File: src/rtl/csvt_pkg.sv
package csvt_pkg;

  // Record length counter width
  localparam int LENGTH_BITS_DEF = 16;

  // Result queue depth (power of two, at least 2)
  localparam int FIFO_DEPTH = 4;

  // Special characters
  localparam logic [7:0] CH_COMMA = 8'h2C;
  localparam logic [7:0] CH_QUOTE = 8'h22;
  localparam logic [7:0] CH_CR    = 8'h0D;
  localparam logic [7:0] CH_LF    = 8'h0A;

  // Result kinds
  typedef enum logic [1:0] {
    KIND_DATA       = 2'd0,
    KIND_FIELD_END  = 2'd1,
    KIND_RECORD_END = 2'd2
  } kind_t;

  // One result without its length
  typedef struct packed {
    logic [7:0] data;
    kind_t      kind;
    logic       unc;
    logic       last;
  } res_t;

  // Results that one accepted item pushes into the queue
  typedef struct packed {
    logic [1:0] n;
    res_t       e0;
    res_t       e1;
  } push_t;

endpackage

File: src/rtl/csvt_if.sv
interface csvt_in_if;
  logic       valid;
  logic       ready;
  logic [7:0] in_byte;
  logic       stream_end;

  modport source (output valid, output in_byte, output stream_end, input ready);
  modport sink   (input valid, input in_byte, input stream_end, output ready);
endinterface

interface csvt_out_if #(
  parameter int LEN_W = csvt_pkg::LENGTH_BITS_DEF
);
  logic                valid;
  logic                ready;
  logic [7:0]          out_byte;
  csvt_pkg::kind_t     kind;
  logic [LEN_W-1:0]    record_length;
  logic                unclosed_quote;
  logic                last;

  modport source (output valid, output out_byte, output kind, output record_length,
                  output unclosed_quote, output last, input ready);
  modport sink   (input valid, input out_byte, input kind, input record_length,
                  input unclosed_quote, input last, output ready);
endinterface

File: src/rtl/csv_field_tokenizer.sv
// CSV field tokenizer.
// in_ch carries one raw byte of the stream per item, or a stream end marker
// (stream_end set, byte ignored). out_ch carries results: data bytes, field
// ends and record ends with the record length; last marks the final result
// of an input item. An item causes zero, one or two results.
// Each accepted item is parsed in the cycle it is accepted and its results
// are registered in a four-entry result queue; they show on out_ch once the
// results before them have been taken. One item is taken per clock as long
// as the queue has two free slots; sustained rate is one item per cycle when
// the receiver takes one result per cycle and no item yields two results;
// the two results of an item leave one at a time by the single result port.
// When the receiver stalls, results wait in the queue and in_ch.ready drops
// once fewer than two slots are free. Synchronous reset (rst_n low) clears
// the parse state (quote mode, held quote, held CR, open record, length
// count) and empties the queue. Stream end closes an open record and
// returns the parser to its reset state.
module csv_field_tokenizer #(
  parameter int LENGTH_BITS = csvt_pkg::LENGTH_BITS_DEF
) (
  input  logic       clk,
  input  logic       rst_n,
  csvt_in_if.sink    in_ch,
  csvt_out_if.source out_ch
);

  csvt_pkg::push_t        push;
  logic [LENGTH_BITS-1:0] push_len0;
  logic [LENGTH_BITS-1:0] push_len1;
  logic                   room;
  logic                   accept;

  assign in_ch.ready = room;
  assign accept = in_ch.valid && room;

  // Parser with its state
  csvt_core #(.LEN_W(LENGTH_BITS)) u_core (
    .clk        (clk),
    .rst_n      (rst_n),
    .accept     (accept),
    .in_byte    (in_ch.in_byte),
    .stream_end (in_ch.stream_end),
    .push       (push),
    .push_len0  (push_len0),
    .push_len1  (push_len1)
  );

  // Result queue
  csvt_fifo #(.LEN_W(LENGTH_BITS)) u_fifo (
    .clk       (clk),
    .rst_n     (rst_n),
    .push      (push),
    .push_len0 (push_len0),
    .push_len1 (push_len1),
    .room      (room),
    .out_ch    (out_ch)
  );

endmodule

File: src/rtl/csvt_core.sv
module csvt_core #(
  parameter int LEN_W = csvt_pkg::LENGTH_BITS_DEF
) (
  input  logic                clk,
  input  logic                rst_n,
  input  logic                accept,
  input  logic [7:0]          in_byte,
  input  logic                stream_end,
  output csvt_pkg::push_t     push,
  output logic [LEN_W-1:0]    push_len0,
  output logic [LEN_W-1:0]    push_len1
);

  logic             quoted_r, quoted_nxt;
  logic             qheld_r, qheld_nxt;
  logic             crheld_r, crheld_nxt;
  logic             open_r, open_nxt;
  logic [LEN_W-1:0] cnt_r, cnt_nxt;

  // Parse one item against the current state
  always_comb begin
    logic             q, qh, ch, ro, done;
    logic [LEN_W-1:0] cnt;
    logic             e_q, e_cr, e_main;
    csvt_pkg::res_t   main_r;
    logic [LEN_W-1:0] main_len;
    logic [1:0]       n;
    csvt_pkg::res_t   s0, s1;
    logic [LEN_W-1:0] l0, l1;

    q = quoted_r;
    qh = qheld_r;
    ch = crheld_r;
    ro = open_r;
    cnt = cnt_r;
    done = 1'b0;
    e_q = 1'b0;
    e_cr = 1'b0;
    e_main = 1'b0;
    main_r = '{data: 8'd0, kind: csvt_pkg::KIND_DATA, unc: 1'b0, last: 1'b0};
    main_len = '0;
    n = 2'd0;
    s0 = main_r;
    s1 = main_r;
    l0 = '0;
    l1 = '0;

    if (stream_end) begin
      // Close any open record, then clear everything
      if (open_r || crheld_r || qheld_r) begin
        n = 2'd1;
        s0.kind = csvt_pkg::KIND_RECORD_END;
        s0.unc = quoted_r && !qheld_r;
        l0 = cnt_r;
      end
      q = 1'b0;
      qh = 1'b0;
      ch = 1'b0;
      ro = 1'b0;
      cnt = '0;
    end else begin
      // Resolve a held quote: escaped quote or closing quote
      if (qh) begin
        qh = 1'b0;
        if (in_byte == csvt_pkg::CH_QUOTE) begin
          if (cnt != '1) cnt = cnt + 1'b1;
          ro = 1'b1;
          e_q = 1'b1;
          done = 1'b1;
        end else begin
          q = 1'b0;
        end
      end
      if (!done) begin
        // Release a held CR as data unless a LF follows
        if (ch) begin
          ch = 1'b0;
          if (in_byte != csvt_pkg::CH_LF) begin
            if (cnt != '1) cnt = cnt + 1'b1;
            e_cr = 1'b1;
          end
        end
        if (in_byte == csvt_pkg::CH_CR) begin
          ch = 1'b1;
          ro = 1'b1;
        end else if (in_byte == csvt_pkg::CH_QUOTE) begin
          if (cnt != '1) cnt = cnt + 1'b1;
          ro = 1'b1;
          if (q) qh = 1'b1;
          else q = 1'b1;
        end else if (in_byte == csvt_pkg::CH_COMMA && !q) begin
          if (cnt != '1) cnt = cnt + 1'b1;
          ro = 1'b1;
          e_main = 1'b1;
          main_r.kind = csvt_pkg::KIND_FIELD_END;
        end else if (in_byte == csvt_pkg::CH_LF && !q) begin
          e_main = 1'b1;
          main_r.kind = csvt_pkg::KIND_RECORD_END;
          main_len = cnt;
          cnt = '0;
          ro = 1'b0;
        end else begin
          if (cnt != '1) cnt = cnt + 1'b1;
          ro = 1'b1;
          e_main = 1'b1;
          main_r.data = in_byte;
        end
      end

      // Order the results into queue slots
      if (e_q) begin
        n = 2'd1;
        s0.data = csvt_pkg::CH_QUOTE;
      end else if (e_cr) begin
        s0.data = csvt_pkg::CH_CR;
        s1 = main_r;
        l1 = main_len;
        n = e_main ? 2'd2 : 2'd1;
      end else if (e_main) begin
        n = 2'd1;
        s0 = main_r;
        l0 = main_len;
      end
    end

    s0.last = (n == 2'd1);
    s1.last = 1'b1;

    quoted_nxt = q;
    qheld_nxt = qh;
    crheld_nxt = ch;
    open_nxt = ro;
    cnt_nxt = cnt;

    push.n = accept ? n : 2'd0;
    push.e0 = s0;
    push.e1 = s1;
    push_len0 = l0;
    push_len1 = l1;
  end

  // Advance parse state on each accepted item
  always_ff @(posedge clk) begin
    if (!rst_n) begin
      quoted_r <= 1'b0;
      qheld_r <= 1'b0;
      crheld_r <= 1'b0;
      open_r <= 1'b0;
      cnt_r <= '0;
    end else if (accept) begin
      quoted_r <= quoted_nxt;
      qheld_r <= qheld_nxt;
      crheld_r <= crheld_nxt;
      open_r <= open_nxt;
      cnt_r <= cnt_nxt;
    end
  end

endmodule

File: src/rtl/csvt_fifo.sv
module csvt_fifo #(
  parameter int LEN_W = csvt_pkg::LENGTH_BITS_DEF
) (
  input  logic               clk,
  input  logic               rst_n,
  input  csvt_pkg::push_t    push,
  input  logic [LEN_W-1:0]   push_len0,
  input  logic [LEN_W-1:0]   push_len1,
  output logic               room,
  csvt_out_if.source         out_ch
);

  localparam int DEPTH = csvt_pkg::FIFO_DEPTH;
  localparam int PTR_W = $clog2(DEPTH);

  csvt_pkg::res_t   mem_r [DEPTH];
  logic [LEN_W-1:0] len_mem_r [DEPTH];
  logic [PTR_W-1:0] wr_ptr_r, wr_ptr_nxt;
  logic [PTR_W-1:0] rd_ptr_r, rd_ptr_nxt;
  logic [PTR_W:0]   count_r, count_nxt;
  logic             pop;
  logic [PTR_W-1:0] wr_ptr_p1;

  // Take an item only with room for its two possible results
  assign room = (count_r <= (PTR_W+1)'(DEPTH - 2));

  assign pop = out_ch.valid && out_ch.ready;
  assign wr_ptr_p1 = wr_ptr_r + 1'b1;

  // Show the head of the queue
  assign out_ch.valid = (count_r != '0);
  assign out_ch.out_byte = mem_r[rd_ptr_r].data;
  assign out_ch.kind = mem_r[rd_ptr_r].kind;
  assign out_ch.unclosed_quote = mem_r[rd_ptr_r].unc;
  assign out_ch.last = mem_r[rd_ptr_r].last;
  assign out_ch.record_length = len_mem_r[rd_ptr_r];

  always_comb begin
    wr_ptr_nxt = wr_ptr_r + PTR_W'(push.n);
    rd_ptr_nxt = rd_ptr_r + PTR_W'(pop);
    count_nxt = count_r + (PTR_W+1)'(push.n) - (PTR_W+1)'(pop);
  end

  // Write pushed results
  always_ff @(posedge clk) begin
    if (push.n != 2'd0) begin
      mem_r[wr_ptr_r] <= push.e0;
      len_mem_r[wr_ptr_r] <= push_len0;
    end
    if (push.n == 2'd2) begin
      mem_r[wr_ptr_p1] <= push.e1;
      len_mem_r[wr_ptr_p1] <= push_len1;
    end
  end

  // Advance pointers and fill count
  always_ff @(posedge clk) begin
    if (!rst_n) begin
      wr_ptr_r <= '0;
      rd_ptr_r <= '0;
      count_r <= '0;
    end else begin
      wr_ptr_r <= wr_ptr_nxt;
      rd_ptr_r <= rd_ptr_nxt;
      count_r <= count_nxt;
    end
  end

endmodule

File: src/flat_wrapper.sv
// flat-port wrapper written by rule: the top's interface ports become plain ports
module csv_field_tokenizer_flat 
#(
  parameter int LENGTH_BITS = csvt_pkg::LENGTH_BITS_DEF
)
  (clk, rst_n, in_ch_valid, in_ch_in_byte, in_ch_stream_end, in_ch_ready, out_ch_valid, out_ch_out_byte, out_ch_kind, out_ch_record_length, out_ch_unclosed_quote, out_ch_last, out_ch_ready);
  csvt_in_if in_ch_i ();
  csvt_out_if out_ch_i ();
  input  logic clk;
  input  logic rst_n;
  input wire logic [$bits(in_ch_i.valid)-1:0] in_ch_valid;
  input wire logic [$bits(in_ch_i.in_byte)-1:0] in_ch_in_byte;
  input wire logic [$bits(in_ch_i.stream_end)-1:0] in_ch_stream_end;
  output wire logic [$bits(in_ch_i.ready)-1:0] in_ch_ready;
  output wire logic [$bits(out_ch_i.valid)-1:0] out_ch_valid;
  output wire logic [$bits(out_ch_i.out_byte)-1:0] out_ch_out_byte;
  output wire logic [$bits(out_ch_i.kind)-1:0] out_ch_kind;
  output wire logic [$bits(out_ch_i.record_length)-1:0] out_ch_record_length;
  output wire logic [$bits(out_ch_i.unclosed_quote)-1:0] out_ch_unclosed_quote;
  output wire logic [$bits(out_ch_i.last)-1:0] out_ch_last;
  input wire logic [$bits(out_ch_i.ready)-1:0] out_ch_ready;
  assign in_ch_i.valid = in_ch_valid;
  assign in_ch_i.in_byte = in_ch_in_byte;
  assign in_ch_i.stream_end = in_ch_stream_end;
  assign in_ch_ready = in_ch_i.ready;
  assign out_ch_valid = out_ch_i.valid;
  assign out_ch_out_byte = out_ch_i.out_byte;
  assign out_ch_kind = out_ch_i.kind;
  assign out_ch_record_length = out_ch_i.record_length;
  assign out_ch_unclosed_quote = out_ch_i.unclosed_quote;
  assign out_ch_last = out_ch_i.last;
  assign out_ch_i.ready = out_ch_ready;
  csv_field_tokenizer #(.LENGTH_BITS(LENGTH_BITS)) u_core (.clk(clk), .rst_n(rst_n), .in_ch(in_ch_i), .out_ch(out_ch_i));
endmodule
File: config.mk
export PLATFORM = sky130hd
export DESIGN_NAME = csv_field_tokenizer_flat
export DESIGN_NICKNAME = d
export VERILOG_FILES = /design/src/rtl/csvt_pkg.sv /design/src/rtl/csvt_if.sv /design/src/rtl/csv_field_tokenizer.sv /design/src/rtl/csvt_core.sv /design/src/rtl/csvt_fifo.sv /design/src/flat_wrapper.sv
export SDC_FILE = /design/constraint.sdc
export NUM_CORES = 1
export LEC_CHECK = 0
export ABC_AREA = 1
export BUFFER_PORTS_ARGS = -buffer_cell sky130_fd_sc_hd__buf_4
export CAP_MARGIN = 20
export CORE_ASPECT_RATIO = 1.4
export CORE_MARGIN = 4
export CORE_UTILIZATION = 40
export DETAILED_ROUTE_END_ITERATION = 8
export GPL_ROUTABILITY_DRIVEN = 0
export GPL_TIMING_DRIVEN = 1
export PLACE_DENSITY = 0.58
export REMOVE_ABC_BUFFERS = 1
export SYNTH_ARGS = -nofsm -noshare
export SYNTH_HDL_FRONTEND = slang
export SYNTH_SLANG_ARGS = --single-unit
File: constraint.sdc
create_clock -name clk -period 4.9 [get_ports clk]
set_clock_uncertainty 0.15 [all_clocks]
set_input_delay 0.245 -clock clk [delete_from_list [all_inputs] [get_ports clk]]
set_output_delay 0.245 -clock clk [all_outputs]
set_load 0.05 [all_outputs]
# After elaboration in Yosys (flattened, before gate mapping)
# Memories as Yosys holds them, arrays and structs flattened. A register that Yosys moved wholly into a read port is not among the register bits.
# Cells that the tools add are included.
# W data, S select, Z words.
totals:
  ff_bits: 27
  latchBits: 0
  ram_bits: 112
  mem_bits_ro: 0
  input_bits: 13
  output_inout_bits: 30
  wordCells: 137
  n_memories: 2
op_classes:
  addsub: 8
  multipliers: 0
  n_div: 0
  magnitude_cmp: 1
  n_eq_ne: 13
  shift: 0
  muxes: 92
  bitwise_logic: 0
  n_reduce_logical: 13
mem_list:
  columns: ["name", "depth", "word_bits", "read_ports", "rd_ports_with_merged_regs", "wr", "line", "source"]
  rows:
  - ["u_core.u_fifo.len_mem_r", 4, 16, 1, 1, 2, "csvt_fifo.sv:17", "logic [LEN_W-1:0] len_mem_r [DEPTH];"]
  - ["u_core.u_fifo.mem_r", 4, 12, 1, 1, 2, "csvt_fifo.sv:16", "csvt_pkg::res_t mem_r [DEPTH];"]
op_table:
  columns: ["op", "count"]
  rows:
  - ["$mux W16", 28]
  - ["$add A16 B1 Y16 const B", 3]
  - ["$mux W12", 4]
  - ["$ne A16 B16 Y1 const B", 3]
  - ["$mux W1", 40]
  - ["$mux W8", 5]
  - ["$mux W10", 2]
  - ["$mux W2", 9]
  - ["$eq A8 B4 Y1 const B", 2]
  - ["$eq A8 B6 Y1 const B", 2]
  - ["$mux W4", 2]
  - ["$ne A8 B4 Y1 const B", 1]
  - ["$mux W3", 2]
  - ["$logic_and A1 B1 Y1", 5]
  - ["$add A3 B2 Y3", 1]
  - ["$le A3 B2 Y1 const B", 1]
  - ["$ne A3 B2 Y1 const B", 1]
  - ["$ne A3 B3 Y1 const B", 1]
  - ["$reduce_and A3 Y1", 1]
  - ["$reduce_bool A3 Y1", 1]
  - ["$sub A3 B1 Y3", 1]
  - ["$add A2 B1 Y2", 1]
  - ["$add A2 B1 Y2 const B", 1]
  - ["$add A2 B2 Y2", 1]
  - ["other kinds (7)", 9]

# Longest topological paths before layout
# Gate-level depths: netlist of run 1.
logic_depth:
  depth_word: 19
  mapped_depth: 30
  mapped_depth_nobuf: 29

# Modules after synthesis
# From an unflattened synthesis of run 1, not the netlist that was laid out.
hier_totals:
  cells_unflattened: 1280
  hier_area_um2: 9653.0
by_module_without_submodules:
  columns: ["module", "n_inst", "cells_per_inst", "area_each_um2", "seq_area_each_um2"]
  rows:
  - ["csvt_fifo", 1, 608, 6013.3, 3503.4]
  - ["csvt_core", 1, 670, 3632.2, 400.4]
  - ["csv_field_tokenizer", 1, 2, 7.5, 0.0]

# Worst setup path before layout of run 1
# Ideal clock, no wire load.
synth_timing:
  path_kind: "input port to flip-flop"
  from: "input port in_ch_in_byte[6]"
  to: "memory u_core.u_fifo.len_mem_r[0][0] (netlist name) (enable)"
  setup_ps: 383
  arrival_time_ps: 3410
  t_required_ps: 4367
  setup_slack_ps: 957
  path_stages: 14
  path_buffers: 1
  path_cell_list: "inv_1 nand2_1 nor3_1 inv_1 nor4_1 nor2_1 ha_1 a21oi_1 and2_1 inv_1 nor3_1 inv_1 clkbuf_1 nand2_1"
synth_lines:
  columns: ["element", "line", "source"]
  rows:
  - ["from (decl)", "flat_wrapper.sv:12", "input wire logic [$bits(in_ch_i.in_byte)-1:0] in_ch_in_byte;"]
  - ["to (decl)", "csvt_fifo.sv:17", null]

# Worst setup path in the final report of run 1
layout_timing:
  from: "register u_core.u_core.cnt_r[1]"
  to: "register u_core.u_core.cnt_r[7]"
layout_via:
  elab_chain_len: 19
layout_rtl:
  columns: ["element", "line", "source"]
  rows:
  - ["from (decl)", "csvt_core.sv:18", "logic [LEN_W-1:0] cnt_r, cnt_nxt;"]
  - ["from (signal assigned)", "csvt_core.sv:155", "cnt_r <= cnt_nxt;"]
  - ["$add A16 B1 Y16 / $ne A16 B16 Y1 (equally long branches)", "csvt_core.sv:66", "if (cnt != '1) cnt = cnt + 1'b1;"]
  - ["$mux W16", "csvt_core.sv:66", null]
  - ["$mux W16", "csvt_core.sv:65", "if (in_byte == csvt_pkg::CH_QUOTE) begin"]
  - ["$mux W16 *", "csvt_core.sv:63", "if (qh) begin"]
  - ["$mux W16 *", "csvt_core.sv:48", "if (stream_end) begin"]
  - ["$add A16 B1 Y16 / $ne A16 B16 Y1 (equally long branches)", "csvt_core.sv:79", "if (cnt != '1) cnt = cnt + 1'b1;"]
  - ["$mux W16", "csvt_core.sv:79", null]
  - ["$mux W16", "csvt_core.sv:78", "if (in_byte != csvt_pkg::CH_LF) begin"]
  - ["(+3 left out)", null, null]
  - ["$add A16 B1 Y16 / $ne A16 B16 Y1 (equally long branches)", "csvt_core.sv:87, csvt_core.sv:92, csvt_core.sv:103", null]
  - ["$mux W16", "csvt_core.sv:87, csvt_core.sv:92, csvt_core.sv:103", null]
  - ["$mux W16", "csvt_core.sv:96", "end else if (in_byte == csvt_pkg::CH_LF && !q) begin"]
  - ["$mux W16", "csvt_core.sv:91", "end else if (in_byte == csvt_pkg::CH_COMMA && !q) begin"]
  - ["$mux W16", "csvt_core.sv:86", "end else if (in_byte == csvt_pkg::CH_QUOTE) begin"]
  - ["$mux W16", "csvt_core.sv:83", "if (in_byte == csvt_pkg::CH_CR) begin"]
  - ["$mux W16 *", "csvt_core.sv:74", "if (!done) begin"]
  - ["$mux W16 *", "csvt_core.sv:48", null]
# Every way passes the cells marked *; elsewhere a longest branch is shown, timed or not. The select of a mux whose other input is x is not followed.
# A chain may end at the register's enable or synchronous reset.

==> results of run 1 <==
## per-stage QoR
stage	worst slack, ps	total power, mW
floorplan	314	2.31
global placement	474	2.73
detailed placement	339	2.74
CTS	320	4.01
global route	18.1	4.15
finish	373	3.98
## state kept, by name, indices dropped and copies added (netlist names)
register / count
u_core.u_core.crheld_r: 1
u_core.u_fifo.mem_r: 48
u_core.u_core.open_r: 1
u_core.u_fifo.count_r: 3
u_core.u_fifo.len_mem_r: 64
u_core.u_core.cnt_r: 16
u_core.u_core.qheld_r: 1
u_core.u_fifo.rd_ptr_r: 2
u_core.u_core.quoted_r: 1
u_core.u_fifo.wr_ptr_r: 2
## layer usage
metal / track usage (%) / share of wire (%) / routed length (um) / vias up
met4: 10.0 / 4.5 / 1200 / 0
met1: 25.7 / 39 / 10400 / 3705
met3: 2.52 / 4.7 / 1230 / 69
met2: 40.5 / 51 / 13600 / 287
li1: - / - / - / 3893
met5: 0 / 0 / 0 / -
## layout make-up
cell class                      count  area share [%]
Clock buffer                       18            4.36
Multi-Input combinational cell    808            40.7
Timing Repair Buffer               73            5.84
Clock inverter                     14            1.60
Inverter                          141            5.40
Tap cell                          260            3.30
Sequential cell                   139            38.8
## cells in the mapped netlist (all sizes together) (3+ instances only)
cell    number
edfxtp     104
a22oi        4
nor2       222
nor3        10
dfxtp       35
xor2         3
clkbuf      35
nand2      246
o211ai       4
nand4       30
ha           9
o21ai       80
nand3       73
a21oi       37
clkinv       6
o22ai       67
xnor2        5
inv        135
buf         12
## worst register-to-register path, delay by kind of cell (launching register included)
family | cells | cell delay [ps]
compound gates | 3 | 490
fa+ha+maj | 3 | 770
buf+inv | 3 | 330
flops | 1 | 430
simple gates | 16 | 2200
## cell families (layout without fill, tap and decap cells)
family                     Yosys count  count (layout)  synth area share (%)
and+or+nand+nor                    587             587                  30.5
AOI/OAI and AO/OA                  203             203                  13.5
buffers and inverters              189             246                  9.20
DFF                                139             139                  44.4
adders and majority gates           10              10                  1.54
xor gates and xnor gates             8               8                 0.814
## timing repair
| action | 4_1_cts | 5_1_grt |
|---|---|---|
| gates resized for setup | 0 | 2 |
| hold buffers | 1 | 0 |
| setup buffers | 0 | 2 |
| hold endpoints to repair | 4 | 0 |
| setup endpoints to repair | 0 | 15 |
## power by group
part           total (mW)  switching [mW]  internal (mW)
Sequential           1.38          0.0349           1.34
Combinational        1.32           0.956          0.361
Clock                1.28           0.560          0.722
Total                3.98            1.55           2.43
## path summary, 6_finish.rpt
check | cells after the start | to | startpoint
max | 25 | u_core.u_core.cnt_r[7] | u_core.u_core.cnt_r[1]
max reg2reg | 25 | u_core.u_core.cnt_r[7] | u_core.u_core.cnt_r[1]
min | 4 | u_core.u_core.crheld_r | in_ch_stream_end
min reg2reg | 2 | u_core.u_core.open_r | u_core.u_core.open_r
==> impl_metrics.py, run 1 <==
metrics = {
    "grt": {
        "grt_usage_pct": 22.1,
        "gr-total-overflow": 0,
        "grt_pass1_wl_um": 41900,
        "grt_pass1_vias": 7672,
        "antenna_found_initial": 0,
        "grt_max_degree": 59,
    },
    "critical_path": {
        "cp_data_arrival_time_ps": 4640,
        "r2r_slack_ps": 370,
        "critPathBufInv": 3,
        "worst-setup-path-type": "reg2reg",
        "startpoint_type": "flop",
        "crit_path_end_kind": "flop",
        "worstPathRequired_ps": 5020,
        "max_stage_delay_ps": 430,
        "critPathTopFamily": "simple AND/OR/NAND/NOR gates",
        "slowest_stage": "dfxtp_1",
        "crit_path_max_fanout": 12,
    },
    "clocking": {
        "numClockSinks": 139,
        "cts_max_path_buffers": 2,
        "htree_levels": 4,
        "cts_made_buffers": 17,
        "cts_tree": "done",
        "clk_pin_slew_ps": 70,
        "clkLatencyLatePin_ps": 420,
        "cts-root-buf": "clkbuf_16",
    },
    "sta": {
        "rsz0062_at_grt": "no",
        "whs_ps": 72.8,
        "finalMaxSlewViolations": 0,
        "setup_viol": 0,
        "min_period_ps": 4530,
        "fin_crit_sh_pct": 92.4,
        "hold_viol": 0,
        "setup_tns_ps": 0,
        "slew_headroom_pct": 34.4,
        "fmax_ghz": 0.221,
        "worst_pin_slew_ps": 983,
    },
    "floorplan": {
        "io_pins": 43,
        "fp.dieH_um": 182,
        "initial_core_util_pct": 40.6,
        "die_area_um2": 24000,
        "std_cell_rows": 63,
        "core_area_um2": 21200,
        "die_x_um": 132,
    },
    "placed_design": {
        "placed_cell_area_um2": 9220,
        "portBuffers": 42,
        "dp.cells": 1418,
        "dp_hpwl_um": 18700,
    },
    "synth": {
        "ys_ff_latch": 139,
        "ys_warn_count": 0,
        "yosys.area.top_type": "edfxtp_1",
        "yosysTopAreaCellShare_pct": 36.3,
        "synth_ff_type": "edfxtp_1",
        "yosysUniqueCellTypes": 51,
        "syn_area_um2": 8610,
        "ys_seq_area_share_pct": 44.4,
        "synth_area_per_cell_um2": 7.58,
        "netlist_top_cells_area": "edfxtp_1 (36%), nand2_1 (10%), nor2_1 (8.9%), dfxtp_1 (8.1%), inv_1 (5.5%)",
        "synthCells": 1136,
        "synthArstFlopShare_pct": 0,
        "synth-edff-count": 104,
    },
    "routing": {
        "vias": 7954,
        "viasPerCell": 5.47,
        "antenna_left": 0,
        "dr.pass1.iters": 5,
        "wl_per_cell_um": 18.2,
        "totalWireLength_um": 26500,
        "drc": 0,
        "first_iter_violations": 631,
    },
    "status": {
        "status": "complete, no violations",
    },
    "final_layout": {
        "multiInputGateArea_um2": 4010,
        "finalInstanceArea_um2": 9850,
        "fillers": 2109,
        "area_growth_pct": 14.4,
        "drive_gt1_share_pct": 13.7,
        "fin_nets": 1203,
        "antenna_cells": 0,
        "final_cell_mix": "nand2_1 (229), nor2_1 (205), inv_1 (127)",
        "final_common_cell": "nand2_1",
        "final_util_pct": 46.5,
        "seq_area_um2": 3820,
        "final_cell_count_no_fill": 1453,
    },
    "run": {
        "cap_violations": 0,
    },
    "worst_hold_path": {
        "worstHoldPathType": "in2reg",
    },
    "pwr": {
        "power.leakage_nw": 4.04,
        "ir_drop_mv": 0.248,
        "p_per_area_nw_per_um2": 404,
    },
}
No activity file was read; power rests on OpenSTA's default activity.
==> run 2: changes to the inputs <==
- clock period: 4.9 -> 4.8 ns (I/O delays scaled with it)
==> impl_metrics.py, run 2 (synthesized netlist as in run 1, its figures left out) <==
metrics = {
    "critical_path": {
        "r2r_cells": 27,
        "crit_path_max_fanout": 12,
        "crit_path_end_kind": "flop",
        "startpoint_type": "flop",
        "worst-setup-path-type": "reg2reg",
        "r2r-start": "u_core.u_core.cnt_r[0]",
        "cp-startpoint": "u_core.u_core.cnt_r[0]",
        "cp_data_arrival_time_ps": 4590,
        "r2r_end": "u_core.u_core.cnt_r[11]",
        "worstPathRequired_ps": 4920,
        "r2r_slack_ps": 330,
        "crit_end": "u_core.u_core.cnt_r[11]",
    },
    "final_layout": {
        "antenna_cells": 0,
        "fillers": 2091,
        "finalInstanceArea_um2": 9890,
        "final_util_pct": 46.6,
        "seq_area_um2": 3830,
        "multiInputGateArea_um2": 4030,
        "area_growth_pct": 14.8,
        "final_common_cell": "nand2_1",
        "drive_gt1_share_pct": 13.8,
        "final_cell_mix": "nand2_1 (229), nor2_1 (205), inv_1 (127)",
        "fin_nets": 1202,
        "reg_top3": "u_core.u_fifo.len_mem_r: 64 flops, u_core.u_fifo.mem_r: 48 flops, u_core.u_core.cnt_r: 16 flops",
        "largest_register_ffs": 64,
        "regMostFlops": "u_core.u_fifo.len_mem_r",
    },
    "placed_design": {
        "portBuffers": 42,
        "dp_hpwl_um": 18700,
        "placed_cell_area_um2": 9200,
    },
    "grt": {
        "grt_pass1_vias": 7669,
        "antenna_found_initial": 0,
        "grt_pass1_wl_um": 41300,
        "grt_max_degree": 59,
        "grt_usage_pct": 21.9,
        "gr-total-overflow": 0,
    },
    "clocking": {
        "htree_levels": 4,
        "clk_pin_slew_ps": 70,
        "cts_max_path_buffers": 2,
        "cts-root-buf": "clkbuf_16",
        "cts_made_buffers": 17,
        "cts_tree": "done",
        "clkLatencyLatePin_ps": 430,
        "numClockSinks": 139,
    },
    "routing": {
        "drc": 0,
        "dr.pass1.iters": 5,
        "vias": 7900,
        "viasPerCell": 5.44,
        "first_iter_violations": 632,
        "totalWireLength_um": 26200,
        "wl_per_cell_um": 18.0,
        "antenna_left": 0,
    },
    "sta": {
        "finalMaxSlewViolations": 0,
        "min_period_ps": 4470,
        "slew_headroom_pct": 30.2,
        "fmax_ghz": 0.224,
        "setup_viol": 0,
        "hold_viol": 0,
        "worst_pin_slew_ps": 1050,
        "fin_crit_sh_pct": 93.1,
    },
    "floorplan": {
        "die_area_um2": 24000,
        "core_area_um2": 21200,
        "initial_core_util_pct": 40.6,
        "die_x_um": 132,
        "io_pins": 43,
        "fp.dieH_um": 182,
        "std_cell_rows": 63,
    },
    "pwr": {
        "power.leakage_nw": 4.04,
        "p_per_area_nw_per_um2": 417,
        "total_power_mw": 4.13,
        "ir_drop_mv": 0.219,
    },
    "worst_hold_path": {
        "worstHoldPathType": "in2reg",
    },
    "status": {
        "status": "complete, no violations",
    },
    "run": {
        "cap_violations": 0,
    },
}
[run 2: per-stage QoR]
stage,instances,setup WS [ps],hold slack [ps],setup TNS [ps]
detailed placement,1417,217,310,0
CTS,1450,202,44.8,0
global placement,1417,321,300,0
global route,1452,-36.0,86.9,-89.1
floorplan,1088,214,183,0
finish,1452,332,48.5,0
[run 2: per-layer routing]
layer | GRT usage (%) | routed length [um] | up-vias
met5 | 0 | 0 | -
met4 | 10.6 | 1120 | 0
met3 | 3.49 | 1070 | 53
met2 | 39.8 | 13400 | 232
met1 | 24.8 | 10500 | 3707
li1 | - | - | 3908
[run 2: area by class of cell]
class                   instances  area share, %
clock buffers                  18           4.34
multi-input cells             808           40.8
flip-flops and latches        139           38.7
clock inverters                14           1.87
inverters                     141           5.38
repair buffers                 72           5.62
well taps                     260           3.29
[run 2: worst min path at each step]
stage,start,to,depth (start not counted)
2_1_floorplan,rst_n,u_core.u_fifo.count_r[0],2
3_3_place_gp,u_core.u_fifo.mem_r[1][0],u_core.u_fifo.mem_r[1][0],2
3_5_place_dp,u_core.u_core.open_r,u_core.u_core.open_r,2
4_1_cts,in_ch_stream_end,u_core.u_core.crheld_r,4
5_1_grt,in_ch_stream_end,u_core.u_core.crheld_r,4
6_report,in_ch_stream_end,u_core.u_core.crheld_r,4
[run 2: where the power goes]
group / switching [mW] / internal (mW) / total, mW
Combinational: 0.981 / 0.368 / 1.35
Sequential: 0.0349 / 1.37 / 1.41
Clock: 0.541 / 0.829 / 1.37
Total: 1.56 / 2.57 / 4.13
[run 2: repair_timing]
action	CTS	global route
buffers inserted	0	2
endpoints found under the setup margin	0	16
resized for setup	0	6
endpoints found under the hold margin	4	0
hold buffers	1	0
[run 2: worst max-delay path, cell delays in order (launching register included)]
cell and delay, ps:
dfxtp_1 420, ha_1 260, nand3_1 210, nor2_4 220
nand3_4 150, nand2_1 120, nand2_1 60, nand2_2 120
ha_1 250, nand3_4 130, nor2_4 190, nand3_4 180
nand2_4 160, inv_4 90, o21ai_4 190, ha_2 220
inv_1 60, nor2_2 120, nand2_1 100, nor2_4 150
nand4_4 150, buf_12 180, nand3_1 70, nand2_1 70
nand2_1 60, nand2_1 90, nand2_1 80, a21oi_1 50
